<file path="src/hw/rtl/mtep_pkg.sv">
// Package for the MIDI track event parser: transaction structs, parser phases,
// result kinds and status/meta codes. No dependencies.

package mtep_pkg;

    // Default longest variable-length quantity, in bytes
    localparam int VLQ_MAX_BYTES_DEF = 4;

    // Count width that holds any legal quantity length
    localparam int VLQ_CNT_W = 3;

    // Number of meta payload bytes folded into a value
    localparam logic [2:0] VALUE_BYTES = 3'd4;

    // Result kinds
    localparam logic [2:0] KIND_CHANNEL  = 3'd0;
    localparam logic [2:0] KIND_META_VAL = 3'd1;
    localparam logic [2:0] KIND_TEXT_HDR = 3'd2;
    localparam logic [2:0] KIND_TEXT_BYT = 3'd3;
    localparam logic [2:0] KIND_END      = 3'd4;
    localparam logic [2:0] KIND_ERROR    = 3'd5;

    // Status bytes
    localparam logic [7:0] STATUS_SYS_BASE = 8'hF0;
    localparam logic [7:0] STATUS_SYSEX    = 8'hF0;
    localparam logic [7:0] STATUS_SYSEX_CT = 8'hF7;
    localparam logic [7:0] STATUS_META     = 8'hFF;
    localparam logic [3:0] HI_PROG_CHANGE  = 4'hC;
    localparam logic [3:0] HI_CH_PRESSURE  = 4'hD;

    // Meta types
    localparam logic [7:0] META_SEQ_NUM    = 8'h00;
    localparam logic [7:0] META_CH_PREFIX  = 8'h20;
    localparam logic [7:0] META_END_TRACK  = 8'h2F;
    localparam logic [7:0] META_TEMPO      = 8'h51;
    localparam logic [7:0] META_SMPTE      = 8'h54;
    localparam logic [7:0] META_TIME_SIG   = 8'h58;
    localparam logic [7:0] META_KEY_SIG    = 8'h59;

    // Parser phases
    typedef enum logic [3:0] {
        PH_DELTA,
        PH_STATUS,
        PH_DATA1,
        PH_DATA2,
        PH_MTYPE,
        PH_MLEN,
        PH_XLEN,
        PH_SKIP,
        PH_VALUE,
        PH_TEXT
    } t_phase;

    // Variable-length quantity decoder state
    typedef struct packed {
        logic [27:0]          acc;
        logic [VLQ_CNT_W-1:0] count;
    } t_vlq;

    // Input transaction
    typedef struct packed {
        logic [7:0] data_byte;
        logic       track_start;
    } t_in;

    // Result transaction
    typedef struct packed {
        logic [2:0]  kind;
        logic [27:0] delta_time;
        logic [7:0]  status;
        logic [7:0]  data1;
        logic [7:0]  data2;
        logic [31:0] meta_value;
        logic [27:0] meta_length;
        logic [7:0]  text_byte;
        logic        last;
    } t_out;

endpackage

</file>
<file path="src/hw/rtl/mtep_vlq.sv">
// One step of the variable-length quantity decoder (7 bits per byte).
// Depends on mtep_pkg.

module mtep_vlq #(
    parameter int VLQ_MAX_BYTES = mtep_pkg::VLQ_MAX_BYTES_DEF
) (
    input  mtep_pkg::t_vlq i_state,
    input  logic [7:0]     i_byte,
    output mtep_pkg::t_vlq o_state,
    output logic           o_done
);
    import mtep_pkg::*;

    // Shift in seven bits, keep the low 28
    assign o_state.acc   = {i_state.acc[20:0], i_byte[6:0]};
    assign o_state.count = i_state.count + VLQ_CNT_W'(1);

    // Finish on a clear continuation bit or at the byte limit
    assign o_done = !i_byte[7] || (o_state.count >= VLQ_CNT_W'(VLQ_MAX_BYTES));

endmodule

</file>
<file path="src/hw/rtl/mtep_core.sv">
// Parser state and single-pass decode of one track byte into at most one result.
// Depends on mtep_pkg and mtep_vlq.

module mtep_core #(
    parameter int VLQ_MAX_BYTES = mtep_pkg::VLQ_MAX_BYTES_DEF
) (
    input  logic           i_clk,
    input  logic           i_rst_n,
    input  logic           i_accept,
    input  mtep_pkg::t_in  i_item,
    output logic           o_gen,
    output mtep_pkg::t_out o_result
);
    import mtep_pkg::*;

    // Control state
    t_phase      r_phase,   n_phase;
    t_vlq        r_vlq,     n_vlq;
    logic [7:0]  r_running, n_running;
    logic        r_ended,   n_ended;
    // Payload state
    logic [27:0] r_delta,   n_delta;
    logic [7:0]  r_cur,     n_cur;
    logic [7:0]  r_first,   n_first;
    logic [27:0] r_remain,  n_remain;
    logic [31:0] r_value,   n_value;
    logic [2:0]  r_capt,    n_capt;

    // Effective state after an optional track start
    t_phase      e_phase;
    t_vlq        e_vlq;
    logic [7:0]  e_running;
    logic        e_ended;

    t_vlq        vlq_sum;
    logic        vlq_done;
    logic [7:0]  b;
    logic        work;
    logic [27:0] remain_dec;
    logic        meta_skip;
    logic        meta_val;

    function automatic logic one_data_byte(input logic [7:0] st);
        return (st[7:4] == HI_PROG_CHANGE) || (st[7:4] == HI_CH_PRESSURE);
    endfunction

    assign b          = i_item.data_byte;
    assign e_phase    = i_item.track_start ? PH_DELTA : r_phase;
    assign e_vlq      = i_item.track_start ? '0 : r_vlq;
    assign e_running  = i_item.track_start ? 8'h00 : r_running;
    assign e_ended    = i_item.track_start ? 1'b0 : r_ended;
    assign work       = i_accept && !e_ended;
    assign remain_dec = r_remain - 28'd1;
    assign meta_skip  = (r_first == META_SEQ_NUM) || (r_first == META_CH_PREFIX)
                     || (r_first == META_SMPTE);
    assign meta_val   = (r_first == META_TEMPO) || (r_first == META_TIME_SIG)
                     || (r_first == META_KEY_SIG);

    mtep_vlq #(
        .VLQ_MAX_BYTES (VLQ_MAX_BYTES)
    ) u_vlq (
        .i_state (e_vlq),
        .i_byte  (b),
        .o_state (vlq_sum),
        .o_done  (vlq_done)
    );

    // Next state
    always_comb begin
        n_phase   = i_accept ? e_phase   : r_phase;
        n_vlq     = i_accept ? e_vlq     : r_vlq;
        n_running = i_accept ? e_running : r_running;
        n_ended   = i_accept ? e_ended   : r_ended;
        n_delta   = r_delta;
        n_cur     = r_cur;
        n_first   = r_first;
        n_remain  = r_remain;
        n_value   = r_value;
        n_capt    = r_capt;
        if (work) begin
            unique case (e_phase)
                PH_DELTA: begin
                    n_vlq = vlq_sum;
                    if (vlq_done) begin
                        n_delta = vlq_sum.acc;
                        n_vlq   = '0;
                        n_phase = PH_STATUS;
                    end
                end
                PH_STATUS: begin
                    if (!b[7]) begin
                        if (e_running == 8'h00) begin
                            n_cur   = 8'h00;
                            n_phase = PH_DELTA;
                        end else begin
                            n_cur   = e_running;
                            n_first = b;
                            n_phase = one_data_byte(e_running) ? PH_DELTA : PH_DATA2;
                        end
                    end else begin
                        n_cur = b;
                        if (b < STATUS_SYS_BASE) begin
                            n_running = b;
                            n_phase   = PH_DATA1;
                        end else begin
                            n_running = 8'h00;
                            if (b == STATUS_META) begin
                                n_phase = PH_MTYPE;
                            end else if (b == STATUS_SYSEX || b == STATUS_SYSEX_CT) begin
                                n_phase = PH_XLEN;
                            end else begin
                                n_phase = PH_DELTA;
                            end
                        end
                    end
                end
                PH_DATA1: begin
                    n_first = b;
                    n_phase = one_data_byte(r_cur) ? PH_DELTA : PH_DATA2;
                end
                PH_DATA2: begin
                    n_phase = PH_DELTA;
                end
                PH_MTYPE: begin
                    n_first = b;
                    n_phase = PH_MLEN;
                end
                PH_MLEN: begin
                    n_vlq = vlq_sum;
                    if (vlq_done) begin
                        n_vlq    = '0;
                        n_remain = vlq_sum.acc;
                        n_value  = 32'd0;
                        n_capt   = 3'd0;
                        if (meta_skip) begin
                            n_phase = (vlq_sum.acc == 28'd0) ? PH_DELTA : PH_SKIP;
                        end else if (r_first == META_END_TRACK) begin
                            n_ended = 1'b1;
                            n_phase = PH_DELTA;
                        end else if (meta_val) begin
                            n_phase = (vlq_sum.acc == 28'd0) ? PH_DELTA : PH_VALUE;
                        end else begin
                            n_phase = (vlq_sum.acc == 28'd0) ? PH_DELTA : PH_TEXT;
                        end
                    end
                end
                PH_XLEN: begin
                    n_vlq = vlq_sum;
                    if (vlq_done) begin
                        n_vlq    = '0;
                        n_remain = vlq_sum.acc;
                        n_phase  = (vlq_sum.acc == 28'd0) ? PH_DELTA : PH_SKIP;
                    end
                end
                PH_SKIP, PH_TEXT: begin
                    n_remain = remain_dec;
                    if (remain_dec == 28'd0) begin
                        n_phase = PH_DELTA;
                    end
                end
                PH_VALUE: begin
                    if (r_capt < VALUE_BYTES) begin
                        n_value = {r_value[23:0], b};
                        n_capt  = r_capt + 3'd1;
                    end
                    n_remain = remain_dec;
                    if (remain_dec == 28'd0) begin
                        n_phase = PH_DELTA;
                    end
                end
                default: begin
                    n_phase = PH_DELTA;
                end
            endcase
        end
    end

    // Result for this byte
    always_comb begin
        o_gen               = 1'b0;
        o_result            = '0;
        o_result.delta_time = n_delta;
        o_result.status     = n_cur;
        o_result.last       = 1'b1;
        if (work) begin
            unique case (e_phase)
                PH_STATUS: begin
                    if (!b[7]) begin
                        o_gen          = (e_running == 8'h00) || one_data_byte(e_running);
                        o_result.kind  = (e_running == 8'h00) ? KIND_ERROR : KIND_CHANNEL;
                        o_result.data1 = b;
                    end else begin
                        o_gen = (b >= STATUS_SYS_BASE) && (b != STATUS_META)
                             && (b != STATUS_SYSEX) && (b != STATUS_SYSEX_CT);
                        o_result.kind = KIND_ERROR;
                    end
                end
                PH_DATA1: begin
                    o_gen          = one_data_byte(r_cur);
                    o_result.kind  = KIND_CHANNEL;
                    o_result.data1 = b;
                end
                PH_DATA2: begin
                    o_gen          = 1'b1;
                    o_result.kind  = KIND_CHANNEL;
                    o_result.data1 = r_first;
                    o_result.data2 = b;
                end
                PH_MLEN: begin
                    o_result.data1 = r_first;
                    if (vlq_done && !meta_skip) begin
                        o_gen = 1'b1;
                        if (r_first == META_END_TRACK) begin
                            o_result.kind        = KIND_END;
                            o_result.meta_length = vlq_sum.acc;
                        end else if (meta_val) begin
                            o_gen         = (vlq_sum.acc == 28'd0);
                            o_result.kind = KIND_META_VAL;
                        end else begin
                            o_result.kind        = KIND_TEXT_HDR;
                            o_result.meta_length = vlq_sum.acc;
                            o_result.last        = (vlq_sum.acc == 28'd0);
                        end
                    end
                end
                PH_VALUE: begin
                    o_gen               = (remain_dec == 28'd0);
                    o_result.kind       = KIND_META_VAL;
                    o_result.data1      = r_first;
                    o_result.meta_value = n_value;
                end
                PH_TEXT: begin
                    o_gen              = 1'b1;
                    o_result.kind      = KIND_TEXT_BYT;
                    o_result.data1     = r_first;
                    o_result.text_byte = b;
                    o_result.last      = (remain_dec == 28'd0);
                end
                default: begin
                    o_gen = 1'b0;
                end
            endcase
        end
    end

    // Control registers
    always_ff @(posedge i_clk) begin
        if (!i_rst_n) begin
            r_phase   <= PH_DELTA;
            r_vlq     <= '0;
            r_running <= 8'h00;
            r_ended   <= 1'b0;
        end else begin
            r_phase   <= n_phase;
            r_vlq     <= n_vlq;
            r_running <= n_running;
            r_ended   <= n_ended;
        end
    end

    // Payload registers
    always_ff @(posedge i_clk) begin
        r_delta  <= n_delta;
        r_cur    <= n_cur;
        r_first  <= n_first;
        r_remain <= n_remain;
        r_value  <= n_value;
        r_capt   <= n_capt;
    end

    a_ended_idle: assert property (@(posedge i_clk) disable iff (!i_rst_n)
        r_ended |-> (r_phase == PH_DELTA))
        else $error("ended track left parser out of delta phase");

    a_vlq_bound: assert property (@(posedge i_clk) disable iff (!i_rst_n)
        r_vlq.count < VLQ_CNT_W'(VLQ_MAX_BYTES))
        else $error("quantity byte count passed its limit");

    a_remain_live: assert property (@(posedge i_clk) disable iff (!i_rst_n)
        (r_phase == PH_SKIP || r_phase == PH_TEXT || r_phase == PH_VALUE)
            |-> (r_remain != 28'd0))
        else $error("payload phase entered with nothing left");

endmodule

</file>
<file path="src/hw/rtl/mtep_outbuf.sv">
// Two-entry result buffer: output register plus skid register.
// Depends on mtep_pkg.

module mtep_outbuf (
    input  logic           i_clk,
    input  logic           i_rst_n,
    input  logic           i_gen,
    input  mtep_pkg::t_out i_result,
    output logic           o_full,
    output logic           o_valid,
    input  logic           i_stall,
    output mtep_pkg::t_out o_result
);
    import mtep_pkg::*;

    logic r_out_valid;
    logic r_skid_valid;
    t_out r_out;
    t_out r_skid;
    logic take;

    assign take     = r_out_valid && !i_stall;
    assign o_full   = r_skid_valid;
    assign o_valid  = r_out_valid;
    assign o_result = r_out;

    // Advance valid flags
    always_ff @(posedge i_clk) begin
        if (!i_rst_n) begin
            r_out_valid  <= 1'b0;
            r_skid_valid <= 1'b0;
        end else if (r_skid_valid) begin
            if (take) begin
                r_skid_valid <= 1'b0;
            end
        end else if (r_out_valid && !take) begin
            r_skid_valid <= i_gen;
        end else begin
            r_out_valid <= i_gen;
        end
    end

    // Move payloads
    always_ff @(posedge i_clk) begin
        if (r_skid_valid) begin
            if (take) begin
                r_out <= r_skid;
            end
        end else if (r_out_valid && !take) begin
            if (i_gen) begin
                r_skid <= i_result;
            end
        end else if (i_gen) begin
            r_out <= i_result;
        end
    end

    a_skid_behind: assert property (@(posedge i_clk) disable iff (!i_rst_n)
        r_skid_valid |-> r_out_valid)
        else $error("skid entry held with empty output register");

    a_skid_drain: assert property (@(posedge i_clk) disable iff (!i_rst_n)
        (r_skid_valid && !i_stall) |=> !r_skid_valid)
        else $error("skid entry not drained after transaction");

    a_skid_fill: assert property (@(posedge i_clk) disable iff (!i_rst_n)
        (i_gen && r_out_valid && i_stall) |=> r_skid_valid)
        else $error("result lost while output stalled");

endmodule

</file>
<file path="src/hw/rtl/midi_track_event_parser.sv">
// MIDI track event parser: one track byte in per cycle while o_stall is low, at most
// one result out. Each result is registered in the output register, or in the skid
// register while the output is stalled. o_stall rises only when two results are
// buffered, which the two-entry output buffer allows only under downstream stall.
// Reset (synchronous, active low) clears parser phase, running status and buffer.
// Depends on mtep_pkg, mtep_core, mtep_vlq and mtep_outbuf.

module midi_track_event_parser #(
    parameter int VLQ_MAX_BYTES = mtep_pkg::VLQ_MAX_BYTES_DEF
) (
    input  logic           i_clk,
    input  logic           i_rst_n,
    input  logic           i_valid,
    output logic           o_stall,
    input  mtep_pkg::t_in  i_item,
    output logic           o_valid,
    input  logic           i_stall,
    output mtep_pkg::t_out o_result
);
    import mtep_pkg::*;

    logic accept;
    logic gen;
    logic full;
    t_out result;

    assign o_stall = full;
    assign accept  = i_valid && !full;

    mtep_core #(
        .VLQ_MAX_BYTES (VLQ_MAX_BYTES)
    ) u_core (
        .i_clk    (i_clk),
        .i_rst_n  (i_rst_n),
        .i_accept (accept),
        .i_item   (i_item),
        .o_gen    (gen),
        .o_result (result)
    );

    mtep_outbuf u_outbuf (
        .i_clk    (i_clk),
        .i_rst_n  (i_rst_n),
        .i_gen    (gen),
        .i_result (result),
        .o_full   (full),
        .o_valid  (o_valid),
        .i_stall  (i_stall),
        .o_result (o_result)
    );

endmodule

</file>
<file path="config.mk">
export PLATFORM = sky130hd
export DESIGN_NAME = midi_track_event_parser
export DESIGN_NICKNAME = d
export VERILOG_FILES = /design/src/hw/rtl/mtep_pkg.sv /design/src/hw/rtl/mtep_vlq.sv /design/src/hw/rtl/mtep_core.sv /design/src/hw/rtl/mtep_outbuf.sv /design/src/hw/rtl/midi_track_event_parser.sv
export SDC_FILE = /design/constraint.sdc
export NUM_CORES = 1
export LEC_CHECK = 0
export BUFFER_PORTS_ARGS = -buffer_cell sky130_fd_sc_hd__buf_2
export CAP_MARGIN = 20
export CORE_MARGIN = 1.5
export CORE_UTILIZATION = 45
export DETAILED_ROUTE_END_ITERATION = 10
export PLACE_DENSITY_LB_ADDON = 0.2
export SLEW_MARGIN = 0
export SYNTH_ARGS = -nofsm -noshare
export SYNTH_HDL_FRONTEND = slang
export SYNTH_HIERARCHICAL = 1
export SYNTH_SLANG_ARGS = --single-unit
</file>
<file path="constraint.sdc">
create_clock -name i_clk -period 10.4 [get_ports i_clk]
set_input_delay 1.04 -clock i_clk [delete_from_list [all_inputs] [get_ports i_clk]]
set_output_delay 1.04 -clock i_clk [all_outputs]
set_load 0.02 [all_outputs]
</file>
[After elaboration in Yosys (flattened, before gate mapping)]
Index checks and enable logic that the tools add are counted.
Storage, ports and cells
  bits in registers: 401
  latch bits: 0
  bits in writable memories: 0
  memory bits (read-only): 0
  memories: 0
Operators by class
  add/subtract/negate cells: 3
  $mul: 0
  divide/modulo/power cells: 0
  $lt $le $gt $ge: 4
  equality and inequality tests: 32
  shifts and indexed selects: 0
  mux-type cells: 92
  bitwise gates (word level): 2
  reduce and logical (&&, ||, !) cells: 44
Operators by type and width (number)
  $mux W124: 4
  $mux W28: 8
  $mux W31: 5
  $mux W32: 4
  $mux W8: 14
  $mux W85: 1
  $mux W4: 16
  $pmux W32 S2: 1
  $logic_not A28 Y1: 2
  $pmux W28 S2: 1
  $eq A8 B7 Y1 const B: 4
  $pmux W4 S7: 1
  $sub A28 B1 Y28 const B: 1
  $mux W3: 9
  $eq A4 B4 Y1 const B: 6
  $eq A8 B8 Y1 const B: 3
  $ne A8 B8 Y1 const B: 3
  $pmux W8 S3: 1
  $mux W1: 18
  $eq A4 B3 Y1 const B: 4
  $eq A8 B6 Y1 const B: 2
  $logic_not A8 Y1: 2
  $pmux W8 S2: 1
  $pmux W3 S4: 1
  other kinds (26): 65

[Logic depth before layout (Yosys ltp)]
  depth in word-level cells: 12
  mapped depth: 14

[By module]
Netlist, hierarchy kept.
By module, submodules not included
  mtep_outbuf: instances 1, cells an instance 398, area each 9093.7 um2, seq. area each 7487.2 um2
  mtep_core: instances 1, cells an instance 863, area each 7747.4 um2, seq. area each 3413.3 um2
  mtep_vlq: instances 1, cells an instance 33, area each 245.2 um2, seq. area each 0.0 um2
  midi_track_event_parser: instances 1, cells an instance 1, area each 13.8 um2, seq. area each 0.0 um2

[Worst setup path after synthesis]
No wires, ideal clock.
  path kind: input-to-reg
  start: in i_item[0] (netlist name)
  end: reg u_outbuf.r_out, in the netlist u_outbuf/o_result[0] (enable)
  arrival time: 8.861 ns
  data required time: 9.759 ns
  path slack: 0.898 ns
  stages: 14
  buffers on the path: 4
  cells stage by stage: buf_2 buf_1 clkbuf_1 nor2b_1 ha_1 xor2_1 or2_1 clkbuf_1 nand3_1 a21oi_1 nor4b_1 a21oi_2 nand2b_1 a21boi_1
RTL lines
  start, declared: RTL line midi_track_event_parser.sv:15  | input mtep_pkg::t_in i_item,
  end signal, assigned: RTL line mtep_outbuf.sv:47  | r_out <= r_skid;
  end signal, assigned: RTL line mtep_outbuf.sv:54  | r_out <= i_result;
  end, declared: RTL line mtep_outbuf.sv:18  | t_out r_out;

==> summary.txt <==
Outcome
  • Run status: complete, no violations

Setup path
  • Kind of cell adding the most delay to the critical path: buffers and inverters
  • Critical path class: input pin to register
  • Cell mode on critical path: sky130_fd_sc_hd__buf_4
  • Data required time of the critical path: 10560 ps
  • Arr. time, crit path: 5360 ps
  • Critical path capture point type: register
  • Slowest Stage Delay on Critical Path: around 800 ps
  • Worst-path maximum fanout: 65
  • Buffering stage count on the worst path with inverters included: 3
  • Slowest CP cell: sky130_fd_sc_hd__buf_4
  • Crit path launch type: input pin
  • Crit path cell chain: buf_2, nor2b_1, nor4_1, and4_1, nand4_1, a21oi_1, nor4b_1, a21oi_2, nand2b_1, nor2_4, buf_4, buf_4

Drt
  • WL final: 36500 microns
  • DRC marker count from the first detailed-route iteration: 872
  • Wire length per cell: 19.7 microns
  • Drt drc: 0
  • Total number of vias: around 10000
  • Detailed-router iteration count before antenna repair: 5
  • Detailed-route vias per instance: 5.50
  • Antenna-violating nets left: 0

Finish
  • Post-layout util: 0.517
  • Relative area change from synthesis to final layout: 13.0%
  • Antenna fix cells: 0
  • Share of cells above drive strength 1: 0.283
  • Commonest cells after routing, fill and taps aside: 287 x sky130_fd_sc_hd__edfxtp_1, 152 x sky130_fd_sc_hd__mux2_2, 139 x sky130_fd_sc_hd__buf_2
  • Cell area after layout: 19000 sq um
  • Final net count: 1372
  • Most common cell after layout, fill and taps aside: sky130_fd_sc_hd__edfxtp_1

Die
  • Initial Util: 0.458
  • Core ar.: 36700 sq um
  • Die Span X: 196 microns
  • Area of the die: 38500 sq um
  • Number of placement rows: 70
  • I/O pin count: 139
  • Height of the die: 196 microns

Clock network
  • Buffers from clock root to sink, at most: 3
  • Clock root cell: sky130_fd_sc_hd__clkbuf_16
  • Clock latency reported for the late side of the worst-skew pair: 540 ps
  • TritonCTS clock tree: done
  • # hold bufs at CTS: 0
  • Cells resized by post-CTS repair: 0
  • Post-CTS clock slew at the launch and capture registers of the worst setup and hold paths: about 60 ps
  • Buffers inserted during post-CTS setup optimization: 0
  • CTS Buf Count: ~40
  • CTS sink cnt: 394
  • Number of levels in the clock H-tree: 2

STA
  • RSZ-0062 raised after global routing: no
  • Number of endpoints with negative hold slack in the final report: 0
  • Slew Limit Headroom: 0.296
  • Minimum clock period: 5210 ps
  • Measured slew at the worst slew-check pin: 1050 ps
  • Number of slew-limit violations in the final report: 0
  • Setup-failing EPs final: 0
  • Fin Setup TNS: 0 ps
  • Worst clock skew: 19.7 ps
  • Post-route worst setup slack: 5190 ps
  • Highest achievable clock rate: around 190 MHz
  • Worst slack on hold paths: 458 ps
  • Final worst-path cycle share: 0.501

Placement
  • GPL Wtd Cong: 0.864
  • Pre-CTS setup slack: 4660 ps
  • Post-Place Cell Area: 17600 sq um
  • HPWL after DPL: 22600 microns
  • Number of port buffers: between 100 and 150

Synth
  • Post-Synthesis Cells: around 1300
  • Cell area after synthesis: 16800 sq um
  • Syn Area/Cell: 13.3 sq um
  • Total number of yosys warnings: 6
  • Post-synth net total: approximately 1300

Global routing
  • Antenna violations before repair: 0
  • Wire length of the first global-routing pass: about 57000 microns
  • Combined global-route utilization of all metal layers: 0.190
  • Via count of the first global-routing pass: between 10000 and 15000
  • Pin count of the biggest net entering global routing: 71
  • Overall overflow remaining after global route: 0

Run
  • Number of max-cap violations: 0

Min path
  • Class of the tightest hold or removal check: register to register

Power and ir drop
  • Power per cell area: between 150 and 200 nW/um^2
  • Worst-case vdd ir drop: 105 uV
  • Static leakage: 6.52 nW
==> registers in the layout, summed over array words and instances (netlist names), 24 cells and up <==
register,cells
u_outbuf/o_result,124
u_outbuf/r_skid,124
u_core/r_value,32
u_core/r_delta,28
u_core/r_remain,28
u_core/r_vlq,24
==> per-layer routing <==
metal / up-vias / GRT usage / wire length [microns]
li1: 4841 / - / -
met1: 5051 / 0.264 / 17100
met2: 257 / 0.305 / 16900
met3: 55 / 0.0361 / 1690
met4: 0 / 0.0561 / 780
met5: - / 0 / 0
==> cell type report <==
| class | instances | area (sq um) |
|---|---|---|
| multi-input cells | 755 | 5450 |
| clock buffers | 63 | 1220 |
| clock inverters | 13 | 105 |
| flip-flops and latches | 394 | 10800 |
| inverters | 9 | 33.8 |
| repair buffers | 154 | 828 |
| fillers | 3123 | 17700 |
| well taps | 468 | 586 |
==> worst reg2reg max path: stages, from the launching register on <==
cell and delay [ps]:
sky130_fd_sc_hd__edfxtp_1 500, sky130_fd_sc_hd__inv_1 100, sky130_fd_sc_hd__ha_1 320, sky130_fd_sc_hd__nand2b_1 280
sky130_fd_sc_hd__or4_4 580, sky130_fd_sc_hd__a221oi_2 340, sky130_fd_sc_hd__o2111a_1 280, sky130_fd_sc_hd__nand2_1 90
sky130_fd_sc_hd__a21oi_2 190, sky130_fd_sc_hd__nand2b_1 190, sky130_fd_sc_hd__nor2_4 120, sky130_fd_sc_hd__buf_4 620
sky130_fd_sc_hd__buf_4 810
==> per-stage QoR <==
step / power [mW] / instances
CTS: 3.25 / 1854
detailed placement: 1.82 / 1778
finish: 3.21 / 1856
floorplan: 1.79 / 1260
global route: 3.32 / 1856
global placement: 1.81 / 1778
==> final timing paths <==
check | cells past startpoint | slack [ps] | endpoint | startpoint
setup reg to reg | 12 | 5510 | u_outbuf/r_skid[11] | u_core/r_remain[0]
setup / recovery | 12 | 5190 | u_outbuf/r_skid[11] | i_item[0]
hold reg to reg | 2 | 460 | u_core/r_vlq[0] | u_core/r_vlq[0]
hold / removal | 2 | 460 | u_core/r_vlq[0] | u_core/r_vlq[0]
==> power breakdown <==
| part | switching (mW) | leakage, nW | internal, mW | total [mW] |
|---|---|---|---|---|
| clock | 0.593 | 0.654 | 0.840 | 1.43 |
| combinational | 0.0579 | 2.50 | 0.0310 | 0.0889 |
| sequential | 0.00571 | 3.36 | 1.69 | 1.69 |
Power figures use the tool's default switching activity.
